`config.mk`:
```
export PLATFORM = sky130hd
export DESIGN_NAME = lzc_front_flat
export DESIGN_NICKNAME = d
export VERILOG_FILES = /design/src/sv/lzc_pkg.sv /design/src/sv/lzc_if.sv /design/src/sv/lzc_front.sv /design/src/flat_wrapper.sv
export SDC_FILE = /design/constraint.sdc
export NUM_CORES = 1
export LEC_CHECK = 0
export ABC_AREA = 1
export ABC_CLOCK_PERIOD_IN_PS = 1600
export BUFFER_PORTS_ARGS = -buffer_cell sky130_fd_sc_hd__buf_2
export CORE_ASPECT_RATIO = 1.25
export CORE_MARGIN = 2
export CORE_UTILIZATION = 30
export DETAILED_ROUTE_END_ITERATION = 12
export GPL_TIMING_DRIVEN = 0
export MAX_ROUTING_LAYER = met4
export PLACE_DENSITY = 0.53
export SLEW_MARGIN = 0
export SYNTH_ARGS = -nofsm -noshare
export SYNTH_HDL_FRONTEND = slang
export SYNTH_SLANG_ARGS = --single-unit
```
`constraint.sdc`:
```
create_clock -name clk -period 1.6 [get_ports clk]
set_input_delay 0 -clock clk [delete_from_list [all_inputs] [get_ports clk]]
set_output_delay 0 -clock clk [all_outputs]
set_load 0.1 [all_outputs]
```
`src/sv/lzc_pkg.sv`:
```
// ----------------------------------------------------------------------------
// lzc_pkg
// Shared types and constants for the greedy LZ77 compressor core.
// ----------------------------------------------------------------------------
package lzc_pkg;

    localparam int DEF_HISTORY_DEPTH   = 4096;
    localparam int DEF_LOOKAHEAD_DEPTH = 256;

    localparam int WIN_W  = 13;
    localparam int BYTE_W = 8;

    localparam logic [WIN_W-1:0]  WINDOW_RESET = 13'd4096;
    localparam logic [BYTE_W-1:0] MAXLEN_RESET = 8'hFF;

    // register index, taken from paddr[2]
    localparam logic REG_WINDOW = 1'b0;
    localparam logic REG_MAXLEN = 1'b1;
    localparam int   PADDR_W    = 3;

    typedef enum logic {
        OP_PUSH  = 1'b0,
        OP_DRAIN = 1'b1
    } lzc_op_e;

    // classified command handed from front to engine
    typedef struct packed {
        lzc_op_e             op;
        logic [BYTE_W-1:0]   data;
    } lzc_cmd_t;

    typedef struct packed {
        logic [WIN_W-1:0]  window;
        logic [BYTE_W-1:0] max_match;
    } lzc_cfg_t;

endpackage

```
`src/sv/lzc_if.sv`:
```
// ----------------------------------------------------------------------------
// lzc_in_if / lzc_out_if
// Valid/ready channels for input items and output triples.
// ----------------------------------------------------------------------------
interface lzc_in_if import lzc_pkg::*; ();
    logic              valid;
    logic              ready;
    logic              operation;
    logic [BYTE_W-1:0] data_byte;

    modport source (output valid, output operation, output data_byte, input ready);
    modport sink   (input valid, input operation, input data_byte, output ready);
endinterface


```
`src/sv/lzc_front.sv`:
```
// ----------------------------------------------------------------------------
// lzc_front
// Accepts input beats, decodes the operation and queues commands (2 deep).
// ----------------------------------------------------------------------------
module lzc_front import lzc_pkg::*;
(
    input  logic         clk,
    input  logic         rst_n,
    lzc_in_if.sink       item_in,
    output logic         cmd_valid,
    output lzc_cmd_t     cmd,
    input  logic         cmd_ready
);

    lzc_cmd_t    q_mem [2];
    logic        wr_ptr_reg, wr_ptr_next;
    logic        rd_ptr_reg, rd_ptr_next;
    logic [1:0]  cnt_reg, cnt_next;
    logic        do_wr, do_rd;
    lzc_cmd_t    decoded;

    // decode incoming beat
    always_comb
    begin
        decoded.op   = lzc_op_e'(item_in.operation);
        decoded.data = item_in.data_byte;
    end

    assign item_in.ready = (cnt_reg != 2'd2);
    assign do_wr         = item_in.valid && item_in.ready;
    assign cmd_valid     = (cnt_reg != 2'd0);
    assign do_rd         = cmd_valid && cmd_ready;
    assign cmd           = q_mem[rd_ptr_reg];

    always_comb
    begin
        wr_ptr_next = do_wr ? ~wr_ptr_reg : wr_ptr_reg;
        rd_ptr_next = do_rd ? ~rd_ptr_reg : rd_ptr_reg;
        cnt_next    = cnt_reg + {1'b0, do_wr} - {1'b0, do_rd};
    end

    always_ff @(posedge clk or negedge rst_n)
    begin
        if (!rst_n)
        begin
            wr_ptr_reg <= 1'b0;
            rd_ptr_reg <= 1'b0;
            cnt_reg    <= 2'd0;
        end
        else
        begin
            wr_ptr_reg <= wr_ptr_next;
            rd_ptr_reg <= rd_ptr_next;
            cnt_reg    <= cnt_next;
        end
    end

    // queue entries, payload only
    always_ff @(posedge clk)
    begin
        if (do_wr)
        begin
            q_mem[wr_ptr_reg] <= decoded;
        end
    end

endmodule

```
`src/flat_wrapper.sv`:
```
// flat-port wrapper written by rule: the top's interface ports become plain ports
module lzc_front_flat import lzc_pkg::*;
  (clk, rst_n, cmd_valid, cmd, cmd_ready, item_in_valid, item_in_operation, item_in_data_byte, item_in_ready);
  lzc_in_if item_in_i ();
  input  logic clk;
  input  logic rst_n;
  output logic cmd_valid;
  output lzc_cmd_t cmd;
  input  logic cmd_ready;
  input wire logic [$bits(item_in_i.valid)-1:0] item_in_valid;
  input wire logic [$bits(item_in_i.operation)-1:0] item_in_operation;
  input wire logic [$bits(item_in_i.data_byte)-1:0] item_in_data_byte;
  output wire logic [$bits(item_in_i.ready)-1:0] item_in_ready;
  assign item_in_i.valid = item_in_valid;
  assign item_in_i.operation = item_in_operation;
  assign item_in_i.data_byte = item_in_data_byte;
  assign item_in_ready = item_in_i.ready;
  lzc_front u_core (.clk(clk), .rst_n(rst_n), .item_in(item_in_i), .cmd_valid(cmd_valid), .cmd(cmd), .cmd_ready(cmd_ready));
endmodule
```
==> Yosys cells after proc, flatten, opt, wreduce, memory -nomap -nowiden <==
Memory sizes are Yosys's and may differ from the RTL's.
Cells that the tools add are included.
{ "totals": {"register_bits": 4, "latchBits": 0, "mem_bits_rw": 18, "mem_bits_ro": 0, "input_bits": 13, "output_inout_bits": 11, "wordCells": 14, "mem_count": 1} }
{ "memory_table": {"columns": ["memory", "depth", "word_bits", "read_ports", "rd_ports_with_merged_regs", "wr", "line_no", "rtl"], "rows": [
  ["u_core.q_mem", 2, 9, 1, 0, 1, "lzc_front.sv:15", "lzc_cmd_t q_mem [2];"]
]} }
{ "op_classes": {"add_sub_neg": 2, "multipliers": 0, "n_div": 0, "n_lt_le_gt_ge": 0, "eq_ne": 1, "n_shift": 0, "n_mux": 2, "bitwise_logic": 2, "reduce_logical": 3} }
{ "ops": {"columns": ["op", "n"], "rows": [
  ["$add A2 B1 Y2", 1],
  ["$logic_and A1 B1 Y1", 2],
  ["$mux W1", 2],
  ["$ne A2 B2 Y1 const B", 1],
  ["$not A1 Y1", 2],
  ["$reduce_bool A2 Y1", 1],
  ["$sub A2 B1 Y2", 1]
]} }

==> Longest topological paths before layout <==
{ "depth": {"depth_word": 4, "depth_mapped": 10, "mapped_depth_nobuf": 10} }

==> Worst setup path before layout <==
OpenSTA, ideal clock, no wires.
{ "synth_timing": {"kind": "reg-to-reg", "from": "register u_core.cnt_reg[1]", "to": "memory u_core.q_mem[1][0] (netlist name) (enable)", "arrival_time_ps": 1358, "required_time_ps": 1226, "path_slack_ps": -132, "stages_incl_launch_ff": 4, "path_cell_list": "dfrtp_1 -> nand2_2 -> nand2_2 -> nor2_1"} }
{ "synth_between": {"elab_chain_cells": 4} }
{ "synth_lines": {"columns": ["element", "line_no", "rtl"], "rows": [
  ["from (decl)", "lzc_front.sv:18", "logic [1:0] cnt_reg, cnt_next;"],
  ["from (signal assigned)", "lzc_front.sv:54", "cnt_reg <= cnt_next;"],
  ["$ne A2 B2 Y1", "lzc_front.sv:29", "assign item_in.ready = (cnt_reg != 2'd2);"],
  ["named net item_in_ready", "flat_wrapper.sv:13", "output wire logic [$bits(item_in_i.ready)-1:0] item_in_ready;"],
  ["$logic_and A1 B1 Y1", "lzc_front.sv:30", "assign do_wr = item_in.valid && item_in.ready;"],
  ["$mux W1", "lzc_front.sv:61", "if (do_wr)"],
  ["$mux W1 (implied by the code)", "lzc_front.sv:63", "q_mem[wr_ptr_reg] <= decoded;"],
  ["to (decl)", "lzc_front.sv:15", null]
]} }
The timed path passes the listed nets, and every way through them passes these cells.

==> flow_summary.rst <==
.. list-table::
   :header-rows: 1

   * - Metric
     - Value
   * - Result of the run
     - finished, final reports clean
   * - Final hold violations
     - 0
   * - Type of the tightest min-delay check
     - input port to async pin
   * - Reg-to-reg slack, setup
     - 0.21 ns
   * - Biggest area consumer among synthesized cells
     - sky130_fd_sc_hd__edfxtp_1
   * - Area of the core region
     - between 2000 and 3000 µm²
   * - Drt wl/cell
     - 10.7 µm
   * - Vias after detailed routing
     - 665
   * - Fin. max-slew vios
     - 0
   * - Post-DRT Antenna Nets
     - 0
   * - Number of sinks on the clock net
     - 22
   * - Per-cell via count in the routed design
     - around 4.3
   * - Insertion delay of the later-clocked pin in the worst-skew pair
     - about 0.30 ns
   * - Final sum of negative setup slack
     - 0 ns
   * - Nets
     - roughly 130
   * - Main synth FF type
     - sky130_fd_sc_hd__edfxtp_1
   * - Clock-pin transition on the worst setup and hold timing paths
     - 0.11 ns
   * - Unique cell type count in the Yosys netlist
     - 11
   * - Total Routing Usage GR
     - 0.118
   * - Clock skew
     - 0.00568 ns
   * - Width of the die
     - roughly 53 µm
   * - Endpoint class of the critical path
     - output pin
   * - Antenna violations before repair
     - 0
   * - Unrepaired setup endpoints after global routing
     - false
   * - TritonCTS clock tree
     - built
   * - Worst setup slack after layout
     - 0.168 ns
   * - Placement Rows
     - 22
   * - Share of cell area taken by muxes after synthesis
     - 0
   * - Final setup violation count
     - 0
   * - Maximum capacitance violations
     - 0
   * - Initial core utilization
     - 0.312
   * - Launching element type of the critical path
     - flop
   * - Synth top area share
     - 0.600
   * - Clock tree root buffer cell
     - sky130_fd_sc_hd__clkbuf_4
   * - Post-placement cell count
     - 138
   * - Non-filler instance count after layout
     - 154
   * - Die ar.
     - 3460 µm²
   * - Number of buffers added by the clock tree synthesis step
     - 3
   * - First-pass DRT Iterations
     - 4
   * - Arrival time of data at the critical path endpoint
     - between 1 and 1.5 ns
   * - Detailed placement HPWL
     - 1160 µm
   * - Total of flip-flops plus latches after synthesis
     - 22
   * - Fraction of the mapped netlist area in compound gates
     - 0
   * - EDFF count, synth
     - 18
   * - Number of levels in the clock H-tree
     - 1
   * - GRT Residual Overflow
     - 0
   * - Most repeated cell in the gate-level netlist after synthesis
     - sky130_fd_sc_hd__nand2_1
   * - Net Count, Synth
     - 94
   * - Resize count post-CTS
     - 0
   * - Required @ worst endpoint
     - 1.60 ns
   * - Area share of xor/xnor cells in the synthesized design
     - 0
   * - Largest family of logic cells by synthesized area
     - simple AND/OR/NAND/NOR gates
   * - Relative area change from synthesis to final layout
     - 34.3%
   * - DRC viols
     - 0
   * - Top cell types by occurrence after synthesis
     - sky130_fd_sc_hd__nand2_1 (35), sky130_fd_sc_hd__edfxtp_1 (18), sky130_fd_sc_hd__inv_1 (7), sky130_fd_sc_hd__dfrtp_1 (4), sky130_fd_sc_hd__nand2_2 (4)
   * - Post-synthesis instance total
     - 79
   * - Period utilization
     - 0.895
   * - Worst flop-to-flop path endpoint
     - u_core.cnt_reg[1]
   * - Fraction of the mapped netlist area in adder cells
     - 0.0278
   * - Boundary pin count
     - 24
   * - Post-detailed-routing wire length
     - ~1600 µm
   * - Worst slack at placement
     - 0.218 ns
   * - Slew HR
     - 0.667
   * - Length in cells of the worst reg-to-reg path
     - 10
   * - Hold Slack
     - about 0.018 ns
   * - Maximum number of pins on one net before global-route repair
     - 13
   * - Share of synthesized flip-flops with an asynchronous set or reset
     - 0.182
   * - Die Y-Extent
     - 65.3 µm
   * - Number of antenna repair diodes
     - 0
   * - Drt first-iter violations
     - 5
   * - Final Critical Period
     - 1.43 ns
   * - Portion of the post-synthesis area used by sequential elements
     - 0.711
   * - Post-CTS setup repair buffer count
     - 0
   * - Share of post-route cells with drive strength above 1
     - 0.305
   * - Worst-Margin Slew
     - between 0.4 and 0.5 ns
   * - Via count of the first global-routing pass
     - 669
   * - Wire length of the first global-routing pass
     - 2840 µm
   * - Netlist Area Pre-Place
     - around 900 µm²
   * - Highest Clock Rate
     - 698 MHz
   * - Mean area per synthesized cell
     - 11.4 µm²
   * - Maximum net fanout on the critical path
     - 10
   * - Fill count
     - 303
   * - YS warnings
     - 0
   * - Worst reg2reg startpoint
     - u_core.cnt_reg[1]
   * - Synthesized-area fraction occupied by and/or/nand/nor cells
     - 0.207
   * - Buffers on Ports
     - 23
   * - Type of the worst setup path
     - flop to output pin
   * - Biggest area contributors in the synthesized netlist
     - sky130_fd_sc_hd__edfxtp_1 (60%), sky130_fd_sc_hd__nand2_1 (15%), sky130_fd_sc_hd__dfrtp_1 (11%)
   * - Number of flip-flops in the largest register
     - 18
   * - Placer's final routability congestion estimate
     - 0.725
   * - Max Buffers Root-to-Sink
     - 2
==> critical path, cell delays in order, from the launching register on <==
cell and delay, ns:
sky130_fd_sc_hd__dfrtp_1 0.42, sky130_fd_sc_hd__inv_2 0.16, sky130_fd_sc_hd__nand2_1 0.07, sky130_fd_sc_hd__nand2_1 0.06, sky130_fd_sc_hd__buf_2 0.42
==> layer usage <==
layer,global-route usage,share of wire,vias to the layer above
li1,-,-,331
met1,0.134,0.43,317
met2,0.198,0.51,13
met3,0.0136,0.032,4
met4,0.0673,0.022,0
met5,-,0,-
==> worst max-delay path by stage <==
| stage | cells past startpoint | slack [ns] | end | start |
|---|---|---|---|---|
| after floorplan | 3 | 0.02 | u_core.q_mem[1][0] | u_core.cnt_reg[1] |
| after global placement | 10 | 0.24 | u_core.cnt_reg[1] | u_core.cnt_reg[1] |
| after detailed placement | 10 | 0.22 | u_core.cnt_reg[1] | u_core.cnt_reg[1] |
| after CTS | 4 | 0.12 | cmd[2] | u_core.rd_ptr_reg |
| after global routing | 4 | 0.001 | cmd[2] | u_core.rd_ptr_reg |
| final | 4 | 0.17 | cmd[2] | u_core.rd_ptr_reg |
==> cells in the final DEF, fill, tap and decap left out <==
cell                             n
sky130_fd_sc_hd__nand2_2         4
sky130_fd_sc_hd__edfxtp_1       18
sky130_fd_sc_hd__ha_1            2
sky130_fd_sc_hd__nand2_1        35
sky130_fd_sc_hd__clkbuf_1        1
sky130_fd_sc_hd__dfrtp_1         4
sky130_fd_sc_hd__inv_2           3
sky130_fd_sc_hd__nand2_4         1
sky130_fd_sc_hd__buf_6           1
sky130_fd_sc_hd__nand3_1         3
sky130_fd_sc_hd__inv_1           7
sky130_fd_sc_hd__buf_2          23
sky130_fd_sc_hd__nor2_2          1
sky130_fd_sc_hd__clkbuf_4        3
sky130_fd_sc_hd__dlygate4sd3_1  12
==> layout make-up <==
cell class                      instances  area, µm²  area share
Buffer                                  1       11.3     0.00931
Clock buffer                            4       26.3      0.0217
Inverter                               10       37.5      0.0310
Multi-Input combinational cell         46        214       0.177
Sequential cell                        22        641       0.529
Tap cell                               36       45.0      0.0372
Timing Repair Buffer                   35        235       0.194
==> timing repair <==
item / in CTS / in global routing
hold buffers: 12 / 0
endpoints found under the setup margin: 0 / 0
hold endpoints to repair: 24 / 0
==> through the flow <==
step,instance area (µm²),utilization
finish,1210,0.419
global route,1210,0.419
CTS,1210,0.419
detailed placement,1060,0.368
global placement,1060,0.368
floorplan,903,-
==> kinds of logic (layout without fill, tap and decap cells) <==
| kind of cell | after synthesis | count (layout) |
|---|---|---|
| DFF | 22 | 22 |
| and+or+nand+nor | 44 | 44 |
| buffers and inverters | 11 | 50 |
| adders and majority gates | 2 | 2 |
Power is not shown: default switching activity piles up to over one toggle a cycle in this logic, so the estimate is an artifact.
